`src/sv/framed_packet_parser_crc16_unit_macros.svh`:
```
// ----------------------------------------------------------------------------
// Assertion macros for the framed packet parser
// Shared helpers that wrap a clocked, reset-qualified property.
// ----------------------------------------------------------------------------
`ifndef FRAMED_PACKET_PARSER_CRC16_UNIT_MACROS_SVH
`define FRAMED_PACKET_PARSER_CRC16_UNIT_MACROS_SVH

// check the consequent in the same cycle as the antecedent
`define FPP_ASSERT_NOW(lbl, ante, cons) \
	lbl: assert property (@(posedge clk) disable iff (!arst_n) (ante) |-> (cons)) \
		else $error("framed parser: same-cycle check failed");

// check the consequent in the cycle after the antecedent
`define FPP_ASSERT_NEXT(lbl, ante, cons) \
	lbl: assert property (@(posedge clk) disable iff (!arst_n) (ante) |=> (cons)) \
		else $error("framed parser: next-cycle check failed");

`endif

```
`src/sv/fpp_pkg.sv`:
```
// ----------------------------------------------------------------------------
// fpp_pkg
// Types, constants and the CRC-16-CCITT byte update shared by the parser.
// ----------------------------------------------------------------------------
package fpp_pkg;

	localparam int MAX_PAYLOAD_DEF = 64;
	localparam int LEN_W           = 7;
	localparam int CFG_W           = 32;
	localparam int CFG_IDX_W       = 1;
	localparam int CNT_W           = 32;

	localparam logic [15:0] CRC_INIT = 16'hFFFF;
	localparam logic [15:0] CRC_POLY = 16'h1021;
	localparam logic [15:0] CRC_MSB  = 16'h8000;

	localparam logic [31:0] MAGIC_RESET   = 32'h534C5652;
	localparam logic [7:0]  VERSION_RESET = 8'h01;

	localparam logic [CFG_IDX_W-1:0] REG_MAGIC   = 1'd0;
	localparam logic [CFG_IDX_W-1:0] REG_VERSION = 1'd1;

	typedef enum logic [3:0] {
		PH_MAGIC0  = 4'd0,
		PH_MAGIC1  = 4'd1,
		PH_MAGIC2  = 4'd2,
		PH_MAGIC3  = 4'd3,
		PH_VERSION = 4'd4,
		PH_TYPE    = 4'd5,
		PH_FLAGS   = 4'd6,
		PH_SEQ     = 4'd7,
		PH_LENH    = 4'd8,
		PH_LENL    = 4'd9,
		PH_PAYLOAD = 4'd10,
		PH_CRCH    = 4'd11,
		PH_CRCL    = 4'd12
	} phase_t;

	typedef enum logic {
		DLV_IDLE = 1'b0,
		DLV_RUN  = 1'b1
	} dlv_state_t;

	// what the beat just taken did to the parser
	typedef struct packed {
		logic take;
		logic good;
		logic bad;
		logic zero_len;
	} parse_evt_t;

	typedef struct packed {
		logic [7:0]       msg_type;
		logic [7:0]       flags;
		logic [7:0]       seq;
		logic [LEN_W-1:0] len;
	} hdr_t;

	function automatic logic [15:0] crc16_update(input logic [15:0] crc,
			input logic [7:0] b);
		logic [15:0] c;
		c = crc ^ {b, 8'h00};
		for (int i = 0; i < 8; i++) begin
			if ((c & CRC_MSB) != 16'h0000) begin
				c = (c << 1) ^ CRC_POLY;
			end else begin
				c = c << 1;
			end
		end
		return c;
	endfunction

endpackage

```
`src/sv/framed_packet_parser_crc16_unit.sv`:
```
// ----------------------------------------------------------------------------
// framed_packet_parser_crc16_unit
// Framed byte-stream parser with CRC-16-CCITT check and buffered delivery.
// ----------------------------------------------------------------------------
// Input channel: one received byte per beat on rx_byte (in_valid/in_ready).
// Output channel: one result beat per out_valid/out_ready handshake.
// Configuration: cfg_we with cfg_index 0 (magic word) or 1 (version byte);
// write only while no result is outstanding.
// Every byte that does not close a good frame gives one status beat, in the
// output register in the cycle after the byte is taken; bytes are taken one per
// cycle while the output is drained. A byte that closes a good frame with L
// payload bytes starts a delivery run out of the payload RAM: the first beat
// comes through the RAM read register and the output register, then one
// beat per cycle, L beats in all. An empty good frame gives a single beat in the
// cycle after the byte, like a status beat. The single RAM read port sets the
// pace of a run; no input is taken until the last beat is loaded.
// When the receiver stalls, the output register holds its beat and in_ready
// drops until the slot frees; a run pauses with the read word held.
// Reset empties the output, returns the parser to sync hunt, clears the
// counters and restores the default magic word and version.
// The payload RAM needs no clearing: only entries of the current frame are read.
// ----------------------------------------------------------------------------
`include "framed_packet_parser_crc16_unit_macros.svh"

module framed_packet_parser_crc16_unit #(
	parameter int MAX_PAYLOAD = fpp_pkg::MAX_PAYLOAD_DEF
) (
	input  logic                           clk,
	input  logic                           arst_n,
	input  logic                           cfg_we,
	input  logic [fpp_pkg::CFG_IDX_W-1:0]  cfg_index,
	input  logic [fpp_pkg::CFG_W-1:0]      cfg_wdata,
	input  logic                           in_valid,
	output logic                           in_ready,
	input  logic [7:0]                     rx_byte,
	output logic                           out_valid,
	input  logic                           out_ready,
	output logic                           frame_out,
	output logic [7:0]                     msg_type,
	output logic [7:0]                     frame_flags,
	output logic [7:0]                     sequence_res,
	output logic [fpp_pkg::LEN_W-1:0]      payload_length,
	output logic [7:0]                     payload_byte,
	output logic                           byte_valid,
	output logic                           last,
	output logic                           crc_error,
	output logic [fpp_pkg::CNT_W-1:0]      dropped_count,
	output logic [fpp_pkg::CNT_W-1:0]      crc_error_count,
	output logic [fpp_pkg::CNT_W-1:0]      frame_count
);

	localparam int AW = (MAX_PAYLOAD > 1) ? $clog2(MAX_PAYLOAD) : 1;

	fpp_pkg::parse_evt_t evt;
	fpp_pkg::hdr_t       hdr;

	logic          take;
	logic          ram_we, ram_re;
	logic [AW-1:0] ram_waddr, ram_raddr;
	logic [7:0]    ram_wdata, ram_rdata;

	assign take = in_valid && in_ready;

	fpp_parser #(
		.MAX_PAYLOAD (MAX_PAYLOAD),
		.AW          (AW)
	) u_parser (
		.clk          (clk),
		.arst_n       (arst_n),
		.cfg_we       (cfg_we),
		.cfg_index    (cfg_index),
		.cfg_wdata    (cfg_wdata),
		.take         (take),
		.rx_byte      (rx_byte),
		.evt          (evt),
		.hdr          (hdr),
		.ram_we       (ram_we),
		.ram_waddr    (ram_waddr),
		.ram_wdata    (ram_wdata),
		.drop_cnt     (dropped_count),
		.crc_fail_cnt (crc_error_count),
		.good_cnt     (frame_count)
	);

	fpp_payload_ram #(
		.DEPTH (MAX_PAYLOAD),
		.AW    (AW)
	) u_ram (
		.clk   (clk),
		.we    (ram_we),
		.waddr (ram_waddr),
		.wdata (ram_wdata),
		.re    (ram_re),
		.raddr (ram_raddr),
		.rdata (ram_rdata)
	);

	fpp_deliver #(
		.AW (AW)
	) u_deliver (
		.clk            (clk),
		.arst_n         (arst_n),
		.evt            (evt),
		.hdr            (hdr),
		.ram_rdata      (ram_rdata),
		.ram_re         (ram_re),
		.ram_raddr      (ram_raddr),
		.in_ready       (in_ready),
		.out_ready      (out_ready),
		.out_valid      (out_valid),
		.frame_out      (frame_out),
		.msg_type       (msg_type),
		.frame_flags    (frame_flags),
		.sequence_res   (sequence_res),
		.payload_length (payload_length),
		.payload_byte   (payload_byte),
		.byte_valid     (byte_valid),
		.last           (last),
		.crc_error      (crc_error)
	);

	// status beats stand alone
	`FPP_ASSERT_NOW(a_status_single, out_valid && !frame_out, last && !byte_valid)
	// a bad-CRC beat is never part of a delivery run
	`FPP_ASSERT_NOW(a_crcerr_no_frame, out_valid && crc_error, !frame_out)
	// a run continues without a gap once a non-final beat is taken
	`FPP_ASSERT_NEXT(a_run_no_gap, out_valid && out_ready && !last, out_valid && frame_out)
	// counters move only on a taken input beat
	`FPP_ASSERT_NEXT(a_cnt_hold, !take,
		$stable(dropped_count) && $stable(crc_error_count) && $stable(frame_count))

endmodule

```
`src/sv/fpp_payload_ram.sv`:
```
// ----------------------------------------------------------------------------
// fpp_payload_ram
// Payload buffer: one write port, one registered read port.
// ----------------------------------------------------------------------------
module fpp_payload_ram #(
	parameter int DEPTH = fpp_pkg::MAX_PAYLOAD_DEF,
	parameter int AW    = 6
) (
	input  logic          clk,
	input  logic          we,
	input  logic [AW-1:0] waddr,
	input  logic [7:0]    wdata,
	input  logic          re,
	input  logic [AW-1:0] raddr,
	output logic [7:0]    rdata
);

	logic [7:0] mem [DEPTH];
	logic [7:0] rdata_q;

	always_ff @(posedge clk) begin
		if (we) begin
			mem[waddr] <= wdata;
		end
	end

	// hold the last read word while no read is issued
	always_ff @(posedge clk) begin
		if (re) begin
			rdata_q <= mem[raddr];
		end
	end

	assign rdata = rdata_q;

endmodule

```
`src/sv/fpp_parser.sv`:
```
// ----------------------------------------------------------------------------
// fpp_parser
// Byte-wise frame parser: sync hunt, header capture, running CRC, counters.
// ----------------------------------------------------------------------------
module fpp_parser #(
	parameter int MAX_PAYLOAD = fpp_pkg::MAX_PAYLOAD_DEF,
	parameter int AW          = 6
) (
	input  logic                           clk,
	input  logic                           arst_n,
	input  logic                           cfg_we,
	input  logic [fpp_pkg::CFG_IDX_W-1:0]  cfg_index,
	input  logic [fpp_pkg::CFG_W-1:0]      cfg_wdata,
	input  logic                           take,
	input  logic [7:0]                     rx_byte,
	output fpp_pkg::parse_evt_t            evt,
	output fpp_pkg::hdr_t                  hdr,
	output logic                           ram_we,
	output logic [AW-1:0]                  ram_waddr,
	output logic [7:0]                     ram_wdata,
	output logic [fpp_pkg::CNT_W-1:0]      drop_cnt,
	output logic [fpp_pkg::CNT_W-1:0]      crc_fail_cnt,
	output logic [fpp_pkg::CNT_W-1:0]      good_cnt
);

	localparam int LW = fpp_pkg::LEN_W;
	localparam int CW = fpp_pkg::CNT_W;
	localparam logic [15:0] MAX_LEN = 16'(MAX_PAYLOAD);

	fpp_pkg::phase_t phase_q, phase_n, phase_d;

	logic [31:0]   magic_q;
	logic [7:0]    version_q;
	logic [7:0]    type_q, type_d;
	logic [7:0]    flags_q, flags_d;
	logic [7:0]    seq_q, seq_d;
	logic [15:0]   length_q, length_d;
	logic [LW-1:0] idx_q, idx_d, idx_next;
	logic [15:0]   crc_q, crc_d;
	logic [7:0]    rx_crc_hi_q, rx_crc_hi_d;
	logic [CW-1:0] drop_q, crc_fail_q, good_q;
	logic [2:0]    drops;
	logic          good, bad;
	logic [7:0]    mb [4];
	logic [15:0]   len_full;
	logic          crc_match;

	assign mb[0]     = magic_q[31:24];
	assign mb[1]     = magic_q[23:16];
	assign mb[2]     = magic_q[15:8];
	assign mb[3]     = magic_q[7:0];
	assign len_full  = {length_q[15:8], rx_byte};
	assign idx_next  = idx_q + 1'b1;
	assign crc_match = ({rx_crc_hi_q, rx_byte} == crc_q);

	// next phase
	always_comb begin
		phase_n = phase_q;
		unique case (phase_q)
			fpp_pkg::PH_MAGIC0: begin
				if (rx_byte == mb[0]) phase_n = fpp_pkg::PH_MAGIC1;
			end
			fpp_pkg::PH_MAGIC1: begin
				if (rx_byte == mb[1]) phase_n = fpp_pkg::PH_MAGIC2;
				else if (rx_byte != mb[0]) phase_n = fpp_pkg::PH_MAGIC0;
			end
			fpp_pkg::PH_MAGIC2: begin
				phase_n = (rx_byte == mb[2]) ? fpp_pkg::PH_MAGIC3 : fpp_pkg::PH_MAGIC0;
			end
			fpp_pkg::PH_MAGIC3: begin
				phase_n = (rx_byte == mb[3]) ? fpp_pkg::PH_VERSION : fpp_pkg::PH_MAGIC0;
			end
			fpp_pkg::PH_VERSION: begin
				phase_n = (rx_byte == version_q) ? fpp_pkg::PH_TYPE : fpp_pkg::PH_MAGIC0;
			end
			fpp_pkg::PH_TYPE:  phase_n = fpp_pkg::PH_FLAGS;
			fpp_pkg::PH_FLAGS: phase_n = fpp_pkg::PH_SEQ;
			fpp_pkg::PH_SEQ:   phase_n = fpp_pkg::PH_LENH;
			fpp_pkg::PH_LENH:  phase_n = fpp_pkg::PH_LENL;
			fpp_pkg::PH_LENL: begin
				if (len_full > MAX_LEN) phase_n = fpp_pkg::PH_MAGIC0;
				else if (len_full == 16'h0000) phase_n = fpp_pkg::PH_CRCH;
				else phase_n = fpp_pkg::PH_PAYLOAD;
			end
			fpp_pkg::PH_PAYLOAD: begin
				if ({9'd0, idx_next} >= length_q) phase_n = fpp_pkg::PH_CRCH;
			end
			fpp_pkg::PH_CRCH: phase_n = fpp_pkg::PH_CRCL;
			fpp_pkg::PH_CRCL: phase_n = fpp_pkg::PH_MAGIC0;
			default:          phase_n = fpp_pkg::PH_MAGIC0;
		endcase
		phase_d = take ? phase_n : phase_q;
	end

	// datapath updates for the beat in hand
	always_comb begin
		type_d      = type_q;
		flags_d     = flags_q;
		seq_d       = seq_q;
		length_d    = length_q;
		idx_d       = idx_q;
		crc_d       = crc_q;
		rx_crc_hi_d = rx_crc_hi_q;
		drops       = 3'd0;
		good        = 1'b0;
		bad         = 1'b0;
		unique case (phase_q)
			fpp_pkg::PH_MAGIC0: begin
				if (rx_byte != mb[0]) drops = 3'd1;
			end
			fpp_pkg::PH_MAGIC1: begin
				if (rx_byte != mb[1]) drops = (rx_byte == mb[0]) ? 3'd1 : 3'd2;
			end
			fpp_pkg::PH_MAGIC2: begin
				if (rx_byte != mb[2]) drops = 3'd3;
			end
			fpp_pkg::PH_MAGIC3: begin
				if (rx_byte != mb[3]) drops = 3'd4;
			end
			fpp_pkg::PH_VERSION: begin
				if (rx_byte == version_q) crc_d = fpp_pkg::crc16_update(fpp_pkg::CRC_INIT, rx_byte);
				else drops = 3'd1;
			end
			fpp_pkg::PH_TYPE: begin
				type_d = rx_byte;
				crc_d  = fpp_pkg::crc16_update(crc_q, rx_byte);
			end
			fpp_pkg::PH_FLAGS: begin
				flags_d = rx_byte;
				crc_d   = fpp_pkg::crc16_update(crc_q, rx_byte);
			end
			fpp_pkg::PH_SEQ: begin
				seq_d = rx_byte;
				crc_d = fpp_pkg::crc16_update(crc_q, rx_byte);
			end
			fpp_pkg::PH_LENH: begin
				length_d = {rx_byte, 8'h00};
				crc_d    = fpp_pkg::crc16_update(crc_q, rx_byte);
			end
			fpp_pkg::PH_LENL: begin
				length_d = len_full;
				crc_d    = fpp_pkg::crc16_update(crc_q, rx_byte);
				if (len_full > MAX_LEN) drops = 3'd1;
				else idx_d = '0;
			end
			fpp_pkg::PH_PAYLOAD: begin
				crc_d = fpp_pkg::crc16_update(crc_q, rx_byte);
				idx_d = idx_next;
			end
			fpp_pkg::PH_CRCH: rx_crc_hi_d = rx_byte;
			fpp_pkg::PH_CRCL: begin
				good = crc_match;
				bad  = !crc_match;
			end
			default: ;
		endcase
	end

	always_ff @(posedge clk or negedge arst_n) begin
		if (!arst_n) begin
			phase_q     <= fpp_pkg::PH_MAGIC0;
			type_q      <= '0;
			flags_q     <= '0;
			seq_q       <= '0;
			length_q    <= '0;
			idx_q       <= '0;
			crc_q       <= fpp_pkg::CRC_INIT;
			rx_crc_hi_q <= '0;
			drop_q      <= '0;
			crc_fail_q  <= '0;
			good_q      <= '0;
		end else begin
			phase_q <= phase_d;
			if (take) begin
				type_q      <= type_d;
				flags_q     <= flags_d;
				seq_q       <= seq_d;
				length_q    <= length_d;
				idx_q       <= idx_d;
				crc_q       <= crc_d;
				rx_crc_hi_q <= rx_crc_hi_d;
				drop_q      <= drop_q + CW'(drops);
				crc_fail_q  <= crc_fail_q + CW'(bad);
				good_q      <= good_q + CW'(good);
			end
		end
	end

	always_ff @(posedge clk or negedge arst_n) begin
		if (!arst_n) begin
			magic_q   <= fpp_pkg::MAGIC_RESET;
			version_q <= fpp_pkg::VERSION_RESET;
		end else if (cfg_we) begin
			case (cfg_index)
				fpp_pkg::REG_MAGIC:   magic_q   <= cfg_wdata;
				fpp_pkg::REG_VERSION: version_q <= cfg_wdata[7:0];
				default: ;
			endcase
		end
	end

	assign evt.take     = take;
	assign evt.good     = good;
	assign evt.bad      = bad;
	assign evt.zero_len = (length_q == 16'h0000);

	assign hdr.msg_type = type_q;
	assign hdr.flags    = flags_q;
	assign hdr.seq      = seq_q;
	assign hdr.len      = length_q[LW-1:0];

	assign ram_we    = take && (phase_q == fpp_pkg::PH_PAYLOAD);
	assign ram_waddr = idx_q[AW-1:0];
	assign ram_wdata = rx_byte;

	assign drop_cnt     = drop_q;
	assign crc_fail_cnt = crc_fail_q;
	assign good_cnt     = good_q;

endmodule

```
`src/sv/fpp_deliver.sv`:
```
// ----------------------------------------------------------------------------
// fpp_deliver
// Result sequencer: status beats, frame delivery runs from the payload RAM,
// and the output register.
// ----------------------------------------------------------------------------
module fpp_deliver #(
	parameter int AW = 6
) (
	input  logic                       clk,
	input  logic                       arst_n,
	input  fpp_pkg::parse_evt_t        evt,
	input  fpp_pkg::hdr_t              hdr,
	input  logic [7:0]                 ram_rdata,
	output logic                       ram_re,
	output logic [AW-1:0]              ram_raddr,
	output logic                       in_ready,
	input  logic                       out_ready,
	output logic                       out_valid,
	output logic                       frame_out,
	output logic [7:0]                 msg_type,
	output logic [7:0]                 frame_flags,
	output logic [7:0]                 sequence_res,
	output logic [fpp_pkg::LEN_W-1:0]  payload_length,
	output logic [7:0]                 payload_byte,
	output logic                       byte_valid,
	output logic                       last,
	output logic                       crc_error
);

	localparam int LW = fpp_pkg::LEN_W;

	fpp_pkg::dlv_state_t state_q, state_d;

	logic          out_valid_q, out_frame_q, out_bvalid_q, out_last_q, out_crcerr_q;
	logic [7:0]    out_byte_q;
	logic [AW-1:0] rd_addr_s1;
	logic          out_free, run_start, is_last;
	logic          load, ld_frame, ld_bvalid, ld_last, ld_crcerr;
	logic [7:0]    ld_byte;

	assign out_free  = !out_valid_q || out_ready;
	assign run_start = evt.take && evt.good && !evt.zero_len;
	assign is_last   = ((LW'(rd_addr_s1) + 1'b1) == hdr.len);

	always_comb begin
		state_d = state_q;
		unique case (state_q)
			fpp_pkg::DLV_IDLE: if (run_start) state_d = fpp_pkg::DLV_RUN;
			fpp_pkg::DLV_RUN:  if (out_free && is_last) state_d = fpp_pkg::DLV_IDLE;
			default:           state_d = fpp_pkg::DLV_IDLE;
		endcase
	end

	always_comb begin
		in_ready  = 1'b0;
		ram_re    = 1'b0;
		ram_raddr = rd_addr_s1 + 1'b1;
		load      = 1'b0;
		ld_frame  = 1'b0;
		ld_byte   = 8'h00;
		ld_bvalid = 1'b0;
		ld_last   = 1'b1;
		ld_crcerr = 1'b0;
		unique case (state_q)
			fpp_pkg::DLV_IDLE: begin
				in_ready  = out_free;
				// a good frame with payload starts its run with a read of entry zero
				ram_re    = run_start;
				ram_raddr = '0;
				load      = evt.take && !run_start;
				ld_frame  = evt.good;
				ld_crcerr = evt.bad;
			end
			fpp_pkg::DLV_RUN: begin
				// stall: keep the read word until the output slot frees
				load      = out_free;
				ram_re    = out_free && !is_last;
				ld_frame  = 1'b1;
				ld_byte   = ram_rdata;
				ld_bvalid = 1'b1;
				ld_last   = is_last;
			end
			default: ;
		endcase
	end

	always_ff @(posedge clk or negedge arst_n) begin
		if (!arst_n) begin
			state_q     <= fpp_pkg::DLV_IDLE;
			out_valid_q <= 1'b0;
		end else begin
			state_q <= state_d;
			if (load) out_valid_q <= 1'b1;
			else if (out_ready) out_valid_q <= 1'b0;
		end
	end

	always_ff @(posedge clk) begin
		if (load) begin
			out_frame_q  <= ld_frame;
			out_byte_q   <= ld_byte;
			out_bvalid_q <= ld_bvalid;
			out_last_q   <= ld_last;
			out_crcerr_q <= ld_crcerr;
		end
		if (ram_re) begin
			rd_addr_s1 <= ram_raddr;
		end
	end

	// header only changes on a taken beat, which also replaces the held result
	assign out_valid      = out_valid_q;
	assign frame_out      = out_frame_q;
	assign msg_type       = out_frame_q ? hdr.msg_type : 8'h00;
	assign frame_flags    = out_frame_q ? hdr.flags : 8'h00;
	assign sequence_res   = out_frame_q ? hdr.seq : 8'h00;
	assign payload_length = out_frame_q ? hdr.len : '0;
	assign payload_byte   = out_byte_q;
	assign byte_valid     = out_bvalid_q;
	assign last           = out_last_q;
	assign crc_error      = out_crcerr_q;

endmodule

```
`config.mk`:
```
export PLATFORM = sky130hd
export DESIGN_NAME = framed_packet_parser_crc16_unit
export DESIGN_NICKNAME = d
export VERILOG_FILES = /design/src/sv/fpp_pkg.sv /design/src/sv/framed_packet_parser_crc16_unit.sv /design/src/sv/fpp_payload_ram.sv /design/src/sv/fpp_parser.sv /design/src/sv/fpp_deliver.sv
export VERILOG_INCLUDE_DIRS = /design/src /design/src/sv
export SDC_FILE = /design/constraint.sdc
export NUM_CORES = 1
export LEC_CHECK = 0
export ABC_CLOCK_PERIOD_IN_PS = 4600
export BUFFER_PORTS_ARGS = -buffer_cell sky130_fd_sc_hd__buf_2
export CAP_MARGIN = 20
export CORE_MARGIN = 2
export CORE_UTILIZATION = 60
export DETAILED_ROUTE_END_ITERATION = 7
export GPL_TIMING_DRIVEN = 0
export PLACE_DENSITY_LB_ADDON = 0.05
export SKIP_CTS_REPAIR_TIMING = 1
export SYNTH_ARGS = -nofsm -noshare
export SYNTH_HDL_FRONTEND = slang
export SYNTH_HIERARCHICAL = 1
export SYNTH_SLANG_ARGS = --single-unit
```
`constraint.sdc`:
```
create_clock -name clk -period 4.6 [get_ports clk]
set_input_delay 0.69 -clock clk [delete_from_list [all_inputs] [get_ports clk]]
set_output_delay 0.69 -clock clk [all_outputs]
set_load 0.02 [all_outputs]
```
Yosys cells after proc, flatten, opt, wreduce, memory -nomap -nowiden
Memory sizes are Yosys's and may differ from the RTL's. A register that Yosys moved wholly into a read port is not among the register bits.
Index checks and enable logic that the tools add are counted.
{ "classes": {"addsub": 6, "n_mul": 0, "div": 0, "order_cmp": 2, "n_eq_ne": 28, "n_shift": 0, "muxes": 149, "bitwise_logic": 56, "n_reduce_logical": 31} }
{ "op_table": {"columns": ["op", "n"], "rows": [
  ["$mux W16", 57],
  ["$mux W13", 51],
  ["$not A3 Y3", 51],
  ["$pmux W16 S7", 1],
  ["$add A32 B1 Y32", 2],
  ["$pmux W4 S12", 1],
  ["$eq A8 B8 Y1", 5],
  ["$add A32 B3 Y32", 1],
  ["$logic_not A16 Y1", 2],
  ["$ne A8 B8 Y1", 4],
  ["$pmux W16 S2", 1],
  ["$mux W8", 3],
  ["$eq A4 B4 Y1 const B", 5],
  ["$mux W4", 5],
  ["$pmux W3 S6", 1],
  ["$eq A16 B16 Y1", 1],
  ["$eq A4 B3 Y1 const B", 4],
  ["$ge A7 B16 Y1", 1],
  ["$gt A16 B7 Y1 const B", 1],
  ["$not A16 Y16", 1],
  ["$xor A16 B16 Y16", 1],
  ["$mux W1", 14],
  ["$mux W7", 2],
  ["$pmux W7 S2", 1],
  ["23 further kinds", 56]
]} }
{ "totals": {"ff_bits": 231, "latchBits": 0, "ram_bits": 512, "mem_bits_ro": 0, "in_bits": 46, "output_inout_bits": 141, "elab_cells": 295, "n_memories": 1} }
{ "mem_list": {"columns": ["name", "words", "word_bits", "rd", "rd_clocked_by_memory_dff", "wr", "line", "text"], "rows": [
  ["u_ram.mem", 64, 8, 1, 1, 1, "fpp_payload_ram.sv:18", "logic [7:0] mem [DEPTH];"]
]} }

Depth between registers and ports, before layout
{ "depth": {"depth_word": 33, "depth_mapped": 17, "ltp_nobuf": 16} }

Modules after synthesis
Netlist, hierarchy kept.
{ "by_module_without_submodules": {"columns": ["mod", "instances", "cells_each", "area_each_um2", "seq_area_each_um2"], "rows": [
  ["fpp_payload_ram", 1, 972, 20270.7, 15615.0],
  ["fpp_parser", 1, 943, 10620.2, 5318.9],
  ["fpp_deliver", 1, 109, 1158.6, 590.6],
  ["framed_packet_parser_crc16_unit", 1, 1, 6.3, 0.0]
]} }

Least setup slack after synthesis
Ideal clock, no wire load.
{ "synth_timing": {"kind": "input-to-reg", "from": "in out_ready", "to": "mem u_ram.mem[33][0] (enable)", "setup_ps": 370, "t_arrival_ps": 3119, "t_required_ps": 4230, "slack_ps": 1110, "path_stages": 10, "n_path_buf": 2, "path_cell_list": "nand2b_1 > nor2b_1 > and2_1 > clkbuf_1 > nand3_1 > inv_1 > nand2_1 > or3_1 > clkbuf_1 > nor2_1"} }
{ "synth_between": {"elab_chain_len": 6} }
{ "synth_rtl": {"columns": ["element", "line", "text"], "rows": [
  ["from (decl)", "framed_packet_parser_crc16_unit.sv:37", "input logic out_ready,"],
  ["$logic_or A1 B1 Y1", "fpp_deliver.sv:41", "assign out_free = !out_valid_q || out_ready;"],
  ["$mux W1", "fpp_deliver.sv:64", "unique case (state_q)"],
  ["named net in_ready", "framed_packet_parser_crc16_unit.sv:34", "output logic in_ready,"],
  ["$logic_and A1 B1 Y1", "framed_packet_parser_crc16_unit.sv:62", "assign take = in_valid && in_ready;"],
  ["named net take", "framed_packet_parser_crc16_unit.sv:57", "logic take;"],
  ["$logic_and A1 B1 Y1", "fpp_parser.sv:212", "assign ram_we = take && (phase_q == fpp_pkg::PH_PAYLOAD);"],
  ["named net ram_we", "framed_packet_parser_crc16_unit.sv:58", "logic ram_we, ram_re;"],
  ["$mux W1", "fpp_payload_ram.sv:22", "if (we) begin"],
  ["$mux W1 (not written as such)", "fpp_payload_ram.sv:23", "mem[waddr] <= wdata;"],
  ["to (decl)", "fpp_payload_ram.sv:18", null]
]} }
The timed path passes the listed nets, and every way through them passes these cells.

Final worst setup path
{ "layout_timing": {"from": "reg u_deliver.out_valid_q (netlist: u_deliver/out_valid)", "to": "mem u_ram.mem[59][6] (enable)"} }
{ "layout_between": {"elab_chain_len": 7} }
{ "layout_rtl": {"columns": ["element", "line", "text"], "rows": [
  ["from (decl)", "fpp_deliver.sv:34", "logic out_valid_q, out_frame_q, out_bvalid_q, out_last_q, out_crcerr_q;"],
  ["from (signal assigned)", "fpp_deliver.sv:90", "out_valid_q <= 1'b0;"],
  ["from (signal assigned)", "fpp_deliver.sv:93", "if (load) out_valid_q <= 1'b1;"],
  ["from (signal assigned)", "fpp_deliver.sv:94", "else if (out_ready) out_valid_q <= 1'b0;"],
  ["$logic_not A1 Y1", "fpp_deliver.sv:41", null],
  ["$logic_or A1 B1 Y1", "fpp_deliver.sv:41", null],
  ["$mux W1", "fpp_deliver.sv:64", null],
  ["$logic_and A1 B1 Y1", "framed_packet_parser_crc16_unit.sv:62", null],
  ["named net take", "framed_packet_parser_crc16_unit.sv:57", null],
  ["$logic_and A1 B1 Y1", "fpp_parser.sv:212", null],
  ["named net ram_we", "framed_packet_parser_crc16_unit.sv:58", null],
  ["$mux W1", "fpp_payload_ram.sv:22", null],
  ["$mux W1 (not written as such)", "fpp_payload_ram.sv:23", null]
]} }
The timed path passes the listed nets, and every way through them passes these cells.

==> run_results.csv <==
group,metric,value,unit
clock_network,clockRootBuffer,"clkbuf_16",
drt,vias,18899,
synthesis,yosysTopAreaCell,"edfxtp_1",
setup_path,start_kind,"flip-flop",
floorplan,core,52700,um2
drt,wire_per_inst,25.8,um
setup_path,crit_arrival,4.54,ns
sta,fin_ws,0.296,ns
setup_path,critPathKind,"flip-flop to flip-flop",
finish,utilization,69.2,%
placed_design,hpwl,51700,um
placed_design,pre_cts_ws,-0.0279,ns
finish,diodes,0,
finish,fin_nets,2346,
synthesis,synthDominantCellAreaShare,50.4,%
synthesis,async_reset_ff_share,28.4,%
drt,drc,0,
power,p_per_area,398,nW/um2
grt,grt_max_degree,126,
clock_network,cts_made_buffers,76,
drt,drt_wl_total,78300,um
synthesis,yosys_warnings,6,
drt,ant_nets,0,
placed_design,port_buffers,178,
power,leakagePower,13.5,nW
placed_design,gp_congestion,0.969,
clock_network,cts.clk_slew.worst_paths,0.06,ns
setup_path,endpoint_kind,"flip-flop",
finish,drive_above_1_share,27.8,%
grt,antenna_found_initial,1,
grt,grt_pass1_vias,18794,
placed_design,dp.cells,2893,
flow_run,cap_viol_max_count,0,
floorplan,die_w,235,um
sta,fmax,0.232,GHz
clock_network,clock_latency,0.63,ns
synthesis,synth-seq-area-share,67.1,%
power,ir_worst_vdd,500,uV
worst_hold_path,min-delay-path-class,"input port to async pin",
finish,fin_cells,3029,
finish,multi_input_area,9740,um2
sta,fin_crit_sh,93.6,%
drt,vias_per_cell,6.24,
sta,rsz0062_at_grt,"no",
outcome,status,"finished clean",
floorplan,die_h,235,um
floorplan,initial_core_util,60.9,%
synthesis,synth_nets,2088,
finish,final.fill_count,3569,
synthesis,synth_area,32100,um2
sta,finalSetupViolations,0,
floorplan,rows,84,
synthesis,synthFlopType,"edfxtp_1",
finish,area_growth,13.7,%
setup_path,crit_required,4.83,ns
synthesis,avgSynthCellArea,15.8,um2
floorplan,dieArea,55300,um2
grt,grt_usage,28.5,%
synthesis,synthTopCellsByArea,"edfxtp_1 (50%), dfrtp_1 (14%), mux4_2 (8.7%)",
sta,slew_viol_final,0,
power,finalPower,14.5,mW
synthesis,yosysMostFrequentCell,"edfxtp_1",
synthesis,yosys_register_bits,751,
floorplan,pin_count,187,
setup_path,worstPathMaxFanout,13,
sta,finalClockSkew,0.0207,ns
synthesis,syn_inst,2025,
sta,hold_viol_final,0,
grt,grt_pass1_wl,118000,um
clock_network,cts_tree,"done",
finish,register_area,21500,um2
synthesis,synth_common_cells,"edfxtp_1 (538), dfrtp_1 (182), nor2_1 (151)",
clock_network,cts_max_level,3,
drt,drt-initial-drc-count,2129,
synthesis,synth_edf_count,538,
clock_network,clock_sinks,751,
sta,worst_pin_slew,1.07,ns
clock_network,clockBufferDepth,3,
grt,overflow,0,
sta,fin_crit,4.30,ns
sta,max_slew_margin,28.2,%
synthesis,ys_types,71,
drt,first_pass_iters,7,
-- worst paths after layout --
check / from / to / slack (ns) / depth (start not counted)
min: arst_n / u_parser/magic_q[8] / 0.11 / 1
max: u_deliver/out_valid / u_ram/mem[59][6] / 0.30 / 10
max in group asynchronous: arst_n / u_parser/drop_cnt[27] / 3.42 / 2
min reg2reg: u_parser/good_cnt[31] / u_parser/good_cnt[31] / 0.46 / 1
min in group clk: cfg_wdata[23] / u_parser/magic_q[23] / 0.30 / 2
max reg2reg: u_deliver/out_valid / u_ram/mem[59][6] / 0.30 / 10
-- registers in the layout (all words and copies together), names as in the netlist, 6 cells and up --
register                flops
u_ram/mem                 512
u_deliver/payload_byte      8
u_parser/type_q             8
u_parser/flags_q            8
u_parser/seq_q              8
u_ram/rdata                 8
u_parser/magic_q           32
u_parser/drop_cnt          32
u_parser/rx_crc_hi_q        8
u_parser/crc_fail_cnt      32
u_parser/good_cnt          32
u_parser/version_q          8
u_deliver/rd_addr_s1        6
u_parser/crc_q             16
u_parser/idx_q              7
u_parser/length_q          16
-- power by group --
group	internal [mW]	switching, mW	leakage (nW)	total (mW)
Combinational	0.250	0.441	4.60	0.691
Clock	3.81	2.55	1.27	6.36
Sequential	7.38	0.0880	7.63	7.47
Total	11.4	3.08	13.5	14.5
-- routing by layer --
| metal | routed length (um) | global-route usage [%] | vias to the layer above |
|---|---|---|---|
| met5 | 0 | 0 | - |
| met4 | 3650 | 12.6 | 0 |
| met3 | 6730 | 5.70 | 202 |
| met2 | 36400 | 44.0 | 926 |
| met1 | 31500 | 40.0 | 9653 |
| li1 | - | - | 8118 |
-- final cells by class --
type / instances / share of cell area (%)
flip-flops and latches: 751 / 59.1
multi-input cells: 1132 / 26.7
clock buffers: 96 / 5.80
repair buffers: 180 / 2.57
well taps: 688 / 2.36
plain buffers: 126 / 2.01
clock inverters: 40 / 1.30
inverters: 16 / 0.165
-- critical path: stages, from the launching register on --
cell,delay (ns)
dfrtp_1,0.37
nand2b_1,0.12
nor2b_1,0.19
and2_1,0.43
clkbuf_1,0.49
nand3_1,0.22
inv_1,0.43
inv_1,0.16
or2_2,0.33
clkbuf_1,0.34
nor2_1,0.84
-- logic make-up after synthesis --
| logic type | count (synthesis) | share of synthesized area, % |
|---|---|---|
| DFF | 751 | 67.1 |
| and+or+nand+nor | 524 | 8.17 |
| muxes | 240 | 12.7 |
| xor gates and xnor gates | 204 | 5.57 |
| AOI/OAI and AO/OA | 147 | 3.24 |
| buffers and inverters | 142 | 2.47 |
| adders and majority gates | 17 | 0.687 |
-- layout by cell type (no fill, tap or decap), drive strengths merged, types with 9 or more instances in the layout --
cell type | Yosys | final
a21oi | 19 | 19
a22o | 9 | 9
a31oi | 11 | 11
and2 | 48 | 48
and3 | 25 | 25
buf | 83 | 263
bufinv | 0 | 10
clkbuf | 43 | 139
clkinv | 2 | 31
dfrtp | 182 | 182
dfstp | 31 | 31
edfxtp | 538 | 538
ha | 16 | 16
inv | 14 | 14
mux2 | 97 | 97
mux2i | 19 | 19
mux4 | 124 | 124
nand2 | 107 | 107
nand2b | 11 | 11
nand3 | 63 | 63
nand4 | 30 | 30
nor2 | 153 | 153
nor2b | 22 | 22
nor3 | 16 | 16
nor4 | 16 | 16
o21ai | 34 | 34
o221ai | 9 | 9
o22ai | 24 | 24
or2 | 11 | 11
xnor2 | 120 | 120
xor2 | 84 | 84
-- stage by stage --
step                      cell area [um2]  setup TNS [ns]  hold slack (ns)
after floorplan                     32100               0            0.394
after CTS                           36400               0            0.105
final                               36400               0            0.106
after detailed placement            33900          -0.356            0.453
after global routing                36400               0            0.137
after global placement              33800         -132.91            0.452
Power figures use the tool's default switching activity.
